$ cat src/rtl/rmv_pkg.sv
// Package of the running mean and variance block: widths, step counts, control structs.
package rmv_pkg;

  // Payload and state widths
  localparam int SAMPLE_W   = 32;
  localparam int MEAN_EXTRA = 16;
  localparam int MEAN_W     = SAMPLE_W + MEAN_EXTRA;
  localparam int SUM_W      = 64;
  localparam int TOTAL_W    = 32;
  localparam int ROOT_W     = SUM_W / 2;
  localparam int COUNT_BITS_DEF = 32;

  // Deviation product: built from four half-width partial products
  localparam int PART_W     = MEAN_W / 2;
  localparam int PROD_W     = 2 * MEAN_W;
  localparam int TERM_SHIFT = 32;

  // Sequencer step counts
  localparam int STEP_W     = 6;
  localparam int DIV_STEPS  = SUM_W;
  localparam int MUL_CYCLES = 5;
  localparam int ROOT_STEPS = ROOT_W;

  // Commands from the controller to the datapath
  typedef struct packed {
    logic       take;          // capture sample, count it
    logic       delta;         // first deviation, load divider with it
    logic       div_step;      // one restoring division step
    logic       mean_upd;      // apply quotient to mean, clear product
    logic       delta2;        // deviation from the new mean
    logic       mul_go;        // form one partial product
    logic [1:0] mul_idx;       // which partial product
    logic       mul_acc;       // accumulate the registered partial product
    logic       sum_upd;       // saturating add into the deviation sum
    logic       div_load_var;  // load divider with sum / (count - 1)
    logic       var_zero;      // variance is zero below two samples
    logic       root_init;     // start the square root
    logic       root_step;     // one square root digit
    logic       publish;       // load the result register
  } rmv_cmd_t;

  // Status from the datapath to the controller
  typedef struct packed {
    logic multi;               // at least two samples counted
  } rmv_stat_t;

endpackage

$ cat src/rtl/rmv_sample_if.sv
// Valid/ready channel carrying one input sample.
interface rmv_sample_if;
  logic                                valid;
  logic                                ready;
  logic signed [rmv_pkg::SAMPLE_W-1:0] sample;

  modport source (output valid, output sample, input ready);
  modport sink   (input valid, input sample, output ready);
endinterface

$ cat src/rtl/rmv_result_if.sv
// Valid/ready channel carrying one statistics result.
interface rmv_result_if;
  logic                                valid;
  logic                                ready;
  logic        [rmv_pkg::TOTAL_W-1:0]  sample_total;
  logic signed [rmv_pkg::SAMPLE_W-1:0] mean_out;
  logic        [rmv_pkg::SUM_W-1:0]    variance_out;
  logic        [rmv_pkg::ROOT_W-1:0]   stddev_out;

  modport source (output valid, output sample_total, output mean_out,
                  output variance_out, output stddev_out, input ready);
  modport sink   (input valid, input sample_total, input mean_out,
                  input variance_out, input stddev_out, output ready);
endinterface

$ cat src/rtl/running_mean_variance.sv
// Running mean and variance (Welford) over signed Q16.16 samples: one result per sample,
// giving the saturating count, the mean (Q16.16, floored), the sample variance (Q32.32,
// zero below two samples) and its square root (Q16.16, floored). The next sample is taken
// only once the previous one has gone through the one radix-2 divider, for the mean step
// and, once two samples have been counted, for the variance, and through the square root.
// The result sits in an output register, so a new sample is taken while the previous
// result still waits. COUNT_BITS sets the width of the sample counter.
module running_mean_variance #(
  parameter int COUNT_BITS = rmv_pkg::COUNT_BITS_DEF
) (
  input logic          clk,
  input logic          rst,
  rmv_sample_if.sink   sample_ch,
  rmv_result_if.source result_ch
);

  rmv_pkg::rmv_cmd_t  cmd;
  rmv_pkg::rmv_stat_t stat;

  // Sequencer
  rmv_ctrl u_ctrl (
    .clk          (clk),
    .rst          (rst),
    .sample_valid (sample_ch.valid),
    .sample_ready (sample_ch.ready),
    .result_valid (result_ch.valid),
    .result_ready (result_ch.ready),
    .cmd          (cmd),
    .stat         (stat)
  );

  // Arithmetic and state
  rmv_dp #(
    .COUNT_BITS (COUNT_BITS)
  ) u_dp (
    .clk          (clk),
    .rst          (rst),
    .cmd          (cmd),
    .stat         (stat),
    .sample       (sample_ch.sample),
    .sample_total (result_ch.sample_total),
    .mean_out     (result_ch.mean_out),
    .variance_out (result_ch.variance_out),
    .stddev_out   (result_ch.stddev_out)
  );

endmodule

$ cat src/rtl/rmv_ctrl.sv
// Sequencer of the running statistics block: steps the datapath through one sample.
module rmv_ctrl (
  input  logic              clk,
  input  logic              rst,
  input  logic              sample_valid,
  output logic              sample_ready,
  output logic              result_valid,
  input  logic              result_ready,
  output rmv_pkg::rmv_cmd_t cmd,
  input  rmv_pkg::rmv_stat_t stat
);

  typedef enum logic [3:0] {
    IDLE, DELTA, DIV_MEAN, MEAN_UPD, DELTA2, MUL, SUM, VAR,
    DIV_VAR, ROOT_INIT, ROOT, PUBLISH
  } state_t;

  localparam logic [rmv_pkg::STEP_W-1:0] DIV_LAST =
    rmv_pkg::STEP_W'(rmv_pkg::DIV_STEPS - 1);
  localparam logic [rmv_pkg::STEP_W-1:0] MUL_LAST =
    rmv_pkg::STEP_W'(rmv_pkg::MUL_CYCLES - 1);
  localparam logic [rmv_pkg::STEP_W-1:0] MUL_PARTS =
    rmv_pkg::STEP_W'(rmv_pkg::MUL_CYCLES - 1);
  localparam logic [rmv_pkg::STEP_W-1:0] ROOT_LAST =
    rmv_pkg::STEP_W'(rmv_pkg::ROOT_STEPS - 1);

  state_t                      state;
  logic [rmv_pkg::STEP_W-1:0]  step;
  logic                        out_free;

  assign out_free     = !result_valid || result_ready;
  assign sample_ready = (state == IDLE) && !rst;

  // Command decode
  always_comb begin
    cmd              = '0;
    cmd.take         = (state == IDLE) && sample_valid && !rst;
    cmd.delta        = (state == DELTA);
    cmd.div_step     = (state == DIV_MEAN) || (state == DIV_VAR);
    cmd.mean_upd     = (state == MEAN_UPD);
    cmd.delta2       = (state == DELTA2);
    cmd.mul_go       = (state == MUL) && (step < MUL_PARTS);
    cmd.mul_idx      = step[1:0];
    cmd.mul_acc      = (state == MUL) && (step != '0);
    cmd.sum_upd      = (state == SUM);
    cmd.div_load_var = (state == VAR) && stat.multi;
    cmd.var_zero     = (state == VAR) && !stat.multi;
    cmd.root_init    = (state == ROOT_INIT);
    cmd.root_step    = (state == ROOT);
    cmd.publish      = (state == PUBLISH) && out_free;
  end

  // State, step counter and result valid
  always_ff @(posedge clk) begin
    if (rst) begin
      state        <= IDLE;
      step         <= '0;
      result_valid <= 1'b0;
    end else begin
      if (cmd.publish) begin
        result_valid <= 1'b1;
      end else if (result_ready) begin
        result_valid <= 1'b0;
      end
      case (state)
        IDLE: begin
          step <= '0;
          if (sample_valid) begin
            state <= DELTA;
          end
        end
        DELTA: begin
          step  <= '0;
          state <= DIV_MEAN;
        end
        DIV_MEAN: begin
          step <= step + 1'b1;
          if (step == DIV_LAST) begin
            state <= MEAN_UPD;
          end
        end
        MEAN_UPD: begin
          state <= DELTA2;
        end
        DELTA2: begin
          step  <= '0;
          state <= MUL;
        end
        MUL: begin
          step <= step + 1'b1;
          if (step == MUL_LAST) begin
            state <= SUM;
          end
        end
        SUM: begin
          state <= VAR;
        end
        VAR: begin
          step  <= '0;
          state <= stat.multi ? DIV_VAR : ROOT_INIT;
        end
        DIV_VAR: begin
          step <= step + 1'b1;
          if (step == DIV_LAST) begin
            state <= ROOT_INIT;
          end
        end
        ROOT_INIT: begin
          step  <= '0;
          state <= ROOT;
        end
        ROOT: begin
          step <= step + 1'b1;
          if (step == ROOT_LAST) begin
            state <= PUBLISH;
          end
        end
        PUBLISH: begin
          if (out_free) begin
            state <= IDLE;
          end
        end
        default: begin
          state <= IDLE;
        end
      endcase
    end
  end

endmodule

$ cat src/rtl/rmv_dp.sv
// Datapath of the running statistics block: state, shared divider, multiplier, square root.
module rmv_dp #(
  parameter int COUNT_BITS = rmv_pkg::COUNT_BITS_DEF
) (
  input  logic                                clk,
  input  logic                                rst,
  input  rmv_pkg::rmv_cmd_t                   cmd,
  output rmv_pkg::rmv_stat_t                  stat,
  input  logic signed [rmv_pkg::SAMPLE_W-1:0] sample,
  output logic        [rmv_pkg::TOTAL_W-1:0]  sample_total,
  output logic signed [rmv_pkg::SAMPLE_W-1:0] mean_out,
  output logic        [rmv_pkg::SUM_W-1:0]    variance_out,
  output logic        [rmv_pkg::ROOT_W-1:0]   stddev_out
);

  localparam int MW  = rmv_pkg::MEAN_W;
  localparam int SW  = rmv_pkg::SUM_W;
  localparam int PW  = rmv_pkg::PART_W;
  localparam int XW  = rmv_pkg::PROD_W;
  localparam int RW  = rmv_pkg::ROOT_W;
  localparam int CW  = COUNT_BITS;
  localparam int TW  = rmv_pkg::TOTAL_W;

  // Statistics state
  logic [CW-1:0]        count;
  logic signed [MW-1:0] mean;
  logic [SW-1:0]        sum;

  // Working registers
  logic signed [MW-1:0] scaled;
  logic                 dneg;
  logic [MW-1:0]        mag1;
  logic [MW-1:0]        mag2;

  // Divider: dividend shifts out, quotient shifts in
  logic [SW-1:0]        dvd;
  logic [CW-1:0]        rem;
  logic [CW-1:0]        dsr;

  // Deviation product
  logic [2*PW-1:0]      pp;
  logic [1:0]           pp_pos;
  logic [XW-1:0]        acc;

  // Square root
  logic [SW-1:0]        sq_v;
  logic [RW+1:0]        sq_r;
  logic [RW-1:0]        sq_q;

  // Combinational helpers
  logic                 lt;
  logic [MW-1:0]        mag;
  logic [CW:0]          rem_sh;
  logic [CW+1:0]        div_diff;
  logic [MW-1:0]        quo;
  logic [PW-1:0]        a_part;
  logic [PW-1:0]        b_part;
  logic [XW-1:0]        pp_shifted;
  logic [SW-1:0]        term;
  logic [SW:0]          sum_add;
  logic [RW+3:0]        root_sh;
  logic [RW+4:0]        root_diff;
  logic [SW-1:0]        count_wide;

  assign stat.multi = (count > CW'(1));

  // Magnitude of the sample's offset from the current mean
  assign lt  = (scaled < mean);
  assign mag = lt ? MW'(mean - scaled) : MW'(scaled - mean);

  // Restoring division step
  assign rem_sh   = {rem, dvd[SW-1]};
  assign div_diff = {1'b0, rem_sh} - {2'b00, dsr};
  assign quo      = dvd[MW-1:0];

  // Partial product operand select
  assign a_part = cmd.mul_idx[0] ? mag1[MW-1:PW] : mag1[PW-1:0];
  assign b_part = cmd.mul_idx[1] ? mag2[MW-1:PW] : mag2[PW-1:0];

  always_comb begin
    case (pp_pos)
      2'd0:    pp_shifted = XW'(pp);
      2'd1:    pp_shifted = XW'(pp) << PW;
      2'd2:    pp_shifted = XW'(pp) << (2 * PW);
      default: pp_shifted = '0;
    endcase
  end

  // Saturating sum update
  assign term    = acc[XW-1 -: SW];
  assign sum_add = {1'b0, sum} + {1'b0, term};

  // Square root digit step
  assign root_sh   = {sq_r, sq_v[SW-1 -: 2]};
  assign root_diff = {1'b0, root_sh} - {3'b000, sq_q, 2'b01};

  // Count shown saturated at the output width
  assign count_wide = SW'(count);

  // Statistics state
  always_ff @(posedge clk) begin
    if (rst) begin
      count <= '0;
      mean  <= '0;
      sum   <= '0;
    end else begin
      if (cmd.take && (count != '1)) begin
        count <= count + 1'b1;
      end
      if (cmd.mean_upd) begin
        mean <= dneg ? MW'(mean - quo) : MW'(mean + quo);
      end
      if (cmd.sum_upd) begin
        sum <= sum_add[SW] ? '1 : sum_add[SW-1:0];
      end
    end
  end

  // Deviations and shared divider
  always_ff @(posedge clk) begin
    if (cmd.take) begin
      scaled <= {sample, {rmv_pkg::MEAN_EXTRA{1'b0}}};
    end
    if (cmd.delta) begin
      dneg <= lt;
      mag1 <= mag;
      dvd  <= SW'(mag);
      rem  <= '0;
      dsr  <= count;
    end else if (cmd.div_load_var) begin
      dvd  <= sum;
      rem  <= '0;
      dsr  <= count - CW'(1);
    end else if (cmd.var_zero) begin
      dvd  <= '0;
    end else if (cmd.div_step) begin
      dvd  <= {dvd[SW-2:0], !div_diff[CW+1]};
      rem  <= div_diff[CW+1] ? rem_sh[CW-1:0] : div_diff[CW-1:0];
    end
    if (cmd.delta2) begin
      mag2 <= mag;
    end
  end

  // Deviation product over four partial products
  always_ff @(posedge clk) begin
    if (cmd.mul_go) begin
      pp     <= a_part * b_part;
      pp_pos <= 2'({1'b0, cmd.mul_idx[0]} + {1'b0, cmd.mul_idx[1]});
    end
    if (cmd.mean_upd) begin
      acc <= '0;
    end else if (cmd.mul_acc) begin
      acc <= acc + pp_shifted;
    end
  end

  // Square root, two radicand bits per step
  always_ff @(posedge clk) begin
    if (cmd.root_init) begin
      sq_v <= dvd;
      sq_r <= '0;
      sq_q <= '0;
    end else if (cmd.root_step) begin
      sq_v <= sq_v << 2;
      if (root_diff[RW+4]) begin
        sq_r <= root_sh[RW+1:0];
        sq_q <= {sq_q[RW-2:0], 1'b0};
      end else begin
        sq_r <= root_diff[RW+1:0];
        sq_q <= {sq_q[RW-2:0], 1'b1};
      end
    end
  end

  // Result register
  always_ff @(posedge clk) begin
    if (cmd.publish) begin
      sample_total <= (count_wide > SW'({TW{1'b1}})) ? '1 : count_wide[TW-1:0];
      mean_out     <= mean[MW-1:rmv_pkg::MEAN_EXTRA];
      variance_out <= dvd;
      stddev_out   <= sq_q;
    end
  end

endmodule

$ cat src/flat_wrapper.sv
// flat-port wrapper written by rule: the top's interface ports become plain ports
module running_mean_variance_flat 
#(
  parameter int COUNT_BITS = rmv_pkg::COUNT_BITS_DEF
)
  (clk, rst, sample_ch_valid, sample_ch_sample, sample_ch_ready, result_ch_valid, result_ch_sample_total, result_ch_mean_out, result_ch_variance_out, result_ch_stddev_out, result_ch_ready);
  rmv_sample_if sample_ch_i ();
  rmv_result_if result_ch_i ();
  input logic clk;
  input logic rst;
  input wire logic [$bits(sample_ch_i.valid)-1:0] sample_ch_valid;
  input wire logic [$bits(sample_ch_i.sample)-1:0] sample_ch_sample;
  output wire logic [$bits(sample_ch_i.ready)-1:0] sample_ch_ready;
  output wire logic [$bits(result_ch_i.valid)-1:0] result_ch_valid;
  output wire logic [$bits(result_ch_i.sample_total)-1:0] result_ch_sample_total;
  output wire logic [$bits(result_ch_i.mean_out)-1:0] result_ch_mean_out;
  output wire logic [$bits(result_ch_i.variance_out)-1:0] result_ch_variance_out;
  output wire logic [$bits(result_ch_i.stddev_out)-1:0] result_ch_stddev_out;
  input wire logic [$bits(result_ch_i.ready)-1:0] result_ch_ready;
  assign sample_ch_i.valid = sample_ch_valid;
  assign sample_ch_i.sample = sample_ch_sample;
  assign sample_ch_ready = sample_ch_i.ready;
  assign result_ch_valid = result_ch_i.valid;
  assign result_ch_sample_total = result_ch_i.sample_total;
  assign result_ch_mean_out = result_ch_i.mean_out;
  assign result_ch_variance_out = result_ch_i.variance_out;
  assign result_ch_stddev_out = result_ch_i.stddev_out;
  assign result_ch_i.ready = result_ch_ready;
  running_mean_variance #(.COUNT_BITS(COUNT_BITS)) u_core (.clk(clk), .rst(rst), .sample_ch(sample_ch_i), .result_ch(result_ch_i));
endmodule
$ cat config.mk
export PLATFORM = sky130hd
export DESIGN_NAME = running_mean_variance_flat
export DESIGN_NICKNAME = d
export VERILOG_FILES = /design/src/rtl/rmv_pkg.sv /design/src/rtl/rmv_sample_if.sv /design/src/rtl/rmv_result_if.sv /design/src/rtl/running_mean_variance.sv /design/src/rtl/rmv_ctrl.sv /design/src/rtl/rmv_dp.sv /design/src/flat_wrapper.sv
export SDC_FILE = /design/constraint.sdc
export NUM_CORES = 2
export LEC_CHECK = 0
export BUFFER_PORTS_ARGS = -buffer_cell sky130_fd_sc_hd__buf_2
export CAP_MARGIN = 20
export CORE_MARGIN = 1.5
export CORE_UTILIZATION = 55
export CTS_CLUSTER_DIAMETER = 40
export DETAILED_ROUTE_END_ITERATION = 12
export PLACE_DENSITY = 0.72
export SETUP_SLACK_MARGIN = 0.02
export SLEW_MARGIN = 0
export SYNTH_ARGS = -nofsm -noshare
export SYNTH_HDL_FRONTEND = slang
export SYNTH_SLANG_ARGS = --single-unit
export TNS_END_PERCENT = 10
$ cat constraint.sdc
create_clock -name clk -period 10.73 [get_ports clk]
set_input_delay 1.073 -clock clk [delete_from_list [all_inputs] [get_ports clk]]
set_output_delay 1.073 -clock clk [all_outputs]
set_load 0.1 [all_outputs]
==> impl_results.md <==
- Slew margin rel.: 13.5%
- WL/cell: 23.1 um
- 1st-pass router iterations: 8
- Final Hold Vio Count: 0
- Post-Syn Area: 70000 sq um
- Hold EP: u_core.u_dp.sq_r[32]$_SDFFE_PP0P_
- Routed wl met2: 102000 um
- Nets: 8826
- Crit end category: flip-flop
- Mapped Cells: 7735
- Number of antenna-violating nets in the routed design: 0
- Endpoints failing setup: 0
- Post-synth EDFFs: 483
- Via density: 6.06
- Multi-input gate area: 43900 sq um
- Area fraction of the dominant cell type after synthesis: 20.7%
- Dominant cells by area after synthesis: edfxtp_1, fa_1, dfxtp_1, ha_1, nand2_1
- HP Start: u_core.u_dp.sq_r[32]$_SDFFE_PP0P_
- Max Cap Viol: 0
- Synth Flop Type: edfxtp_1
- H-tree depth: 4
- Core area: 126000 sq um
- Status: finished, final reports clean
- Ys async rst share: 0%
- Vias in the first global route: 57500
- # Post-CTS Setup Buffers: 0
- Fmax: 112 MHz
- Total track usage: 33.8%
- DR vias: 57900
- Worst path required time: 11200 ps
- Max incr delay on CP: 1060 ps
- Synth warn: 0
- Setup CP Type: flip-flop to flip-flop
- Fin crit period: 8920 ps
- Clock Skew: 49.1 ps
- Die width: 360 um
- Clk buf depth: 3
- Fillers: 10900
- Startpoint types: flip-flop
- CTS Buf Count: 138
- Area Growth Syn to Fin: 10.5%
- Yosys cell types: 108
- Final HPWL DP: 168000 um
- Antenna violations before repair: 9
- Starting density of the core: 55.6%
- Metal-1 WL: 89400 um
- Largest net degree at the start of global routing: 86
- Sequential share of the synthesized area: 31.2%
- Clk sinks: 848
- DRC viols: 0
- Worst Reg-to-Reg Cells: 27
- Buf/Inv on CP: 6
- Syn_area_per_cell: 9.05 sq um
- PostCTS Resize Cnt: 0
- First-pass GRT wire length: 338000 um
- Grt total ovfl: 0
- Port bufs: 197
- Clk slew on worst S/H paths: 60 ps
- Slew Limit Fails: 0
- Initial DRC Count: 5501
- Crit Reg-Reg Endpoint: u_core.u_dp.pp[47]$_DFFE_PP_
- Sequential Area: 21800 sq um
- Clock Latency Late Sink: 770 ps
- Worst slack, placed: 2000 ps
- Core Rows: 130
- Seq cells post-synth: 848
- R2r startpoint: u_core.u_ctrl.step[0]$_SDFFE_PP0P_
- Worst Path Arrival: 9390 ps
- RSZ-0062 raised after global routing: false
- Setup TNS: 0 ps
- Die Ht: 360 um
- Metal3 WL: 18200 um
- Hold Path Depth: 2
- Synthesized Nets: 8772
- Slew @ Worst Pin: 1260 ps
- Routability cong.: 1.01
- Critical path's top delay family: adder cells
- Crit share post-route: 83.1%
- Root Driver: clkbuf_16
- Io pins: 198
- Area leader, netlist: edfxtp_1
- Proportion of layout cells with a drive suffix above 1: 9.16%
- CTS tree: built
- HP Class: flip-flop to flip-flop
- CTS Hold Bufs: 0
- WL final: 221000 um
- Post-route setup slack: 1810 ps
- Synth top cells by count: nand2_1, inv_1, nor2_1
- Most used cell, CP: fa_1
- Critical-path maximum fanout: 22
- CP max-delay cell: mux2i_1
- Reg2Reg Setup Slack: 1810 ps
- Top sig layer: met5
- Die area: 129000 sq um
- Count leader, synth: nand2_1
cell usage in the layout, fill, tap and decap left out, drive strengths merged, types with 285 or more instances in the layout:
cell type    n
ha         514
dfxtp      365
fa         487
edfxtp     483
inv        820
a21oi      589
o21ai      300
nand2      925
buf        285
nor2       749
state kept, by name, summed over array words and instances, names as in the netlist, 2 cells and up:
name                      cells
u_core.u_dp.count            32
u_core.u_dp.acc              96
u_core.u_dp.mean_out         32
u_core.u_dp.sq_v             64
u_core.u_dp.mag1             48
u_core.u_dp.sq_r             34
u_core.u_dp.mag2             48
u_core.u_dp.dsr              32
u_core.u_dp.mean             48
u_core.u_dp.scaled           32
u_core.u_ctrl.state           4
u_core.u_ctrl.step            6
u_core.u_dp.sq_q             32
u_core.u_dp.pp               48
u_core.u_dp.pp_pos            2
u_core.u_dp.rem              32
u_core.u_dp.dvd              64
u_core.u_dp.sum              64
u_core.u_dp.sample_total     32
u_core.u_dp.stddev_out       32
u_core.u_dp.variance_out     64
per-layer routing:
metal  global-route usage [%]  vias up
met5                     1.18        -
li1                         -    26700
met4                     15.8        6
met3                     6.83      560
met1                     43.2    28400
met2                     55.0     2343
cells by family after synthesis:
family	after synthesis	share of synthesized area, %
buffers and inverters	1160	6.30
adder cells (fa/ha/maj)	1001	23.1
XOR/XNOR	422	5.29
AO/OA/AOI/OAI	1747	16.0
multiplexers	222	3.37
flip-flops	848	31.2
AND/OR/NAND/NOR	2335	14.8
worst max-delay path by stage:
stage | start | end | cells after the start | slack [ps]
2_1_floorplan | result_ch_ready | u_core.u_dp.mean_out[0]$_DFFE_PP_ | 2 | 2260
3_3_place_gp | u_core.u_ctrl.step[0]$_SDFFE_PP0P_ | u_core.u_dp.pp[47]$_DFFE_PP_ | 26 | 2070
3_5_place_dp | u_core.u_ctrl.step[0]$_SDFFE_PP0P_ | u_core.u_dp.pp[47]$_DFFE_PP_ | 26 | 2000
4_1_cts | u_core.u_ctrl.step[0]$_SDFFE_PP0P_ | u_core.u_dp.pp[47]$_DFFE_PP_ | 26 | 1940
5_1_grt | u_core.u_ctrl.step[0]$_SDFFE_PP0P_ | u_core.u_dp.pp[47]$_DFFE_PP_ | 26 | 1410
6_report | u_core.u_ctrl.step[0]$_SDFFE_PP0P_ | u_core.u_dp.pp[47]$_DFFE_PP_ | 27 | 1810
worst register-to-register path: stages, from the launching register on:
cell,delay (ps)
dfxtp_2,580
buf_4,430
buf_4,390
mux2i_1,1070
nor2_1,120
fa_1,430
fa_1,500
inv_1,50
fa_1,480
inv_1,60
fa_1,400
fa_1,470
fa_1,550
inv_1,50
fa_1,480
inv_1,50
ha_1,340
a21o_1,130
a21oi_1,70
o21ai_0,170
a21oi_1,120
o31a_1,310
o21a_1,220
o21a_1,180
a221oi_1,510
nand3_1,160
o21ai_0,210
xnor2_1,100
cell type report:
| cell class | instances | area share [%] |
|---|---|---|
| repair buffers | 286 | 2.20 |
| clock inverters | 92 | 1.49 |
| multi-input cells | 5727 | 56.8 |
| well taps | 1650 | 2.67 |
| diodes | 8 | 0.0259 |
| inverters | 788 | 3.83 |
| flip-flops and latches | 848 | 28.2 |
| clock buffers | 162 | 4.81 |
through the flow:
step                      util [%]  instance area, sq um  hold WS [ps]  std cells
final                         61.4                 77300           461       9561
after global routing          61.4                 77300           448       9556
after CTS                     61.4                 77300           434       9549
after detailed placement      57.5                 72400           451       9295
after global placement        57.5                 72300           443       9293
after floorplan                  -                 70000           406       7735
Power is left out: the tool's default activity adds up to more than one toggle a clock period on the data nets, which glitch-free logic cannot reach.
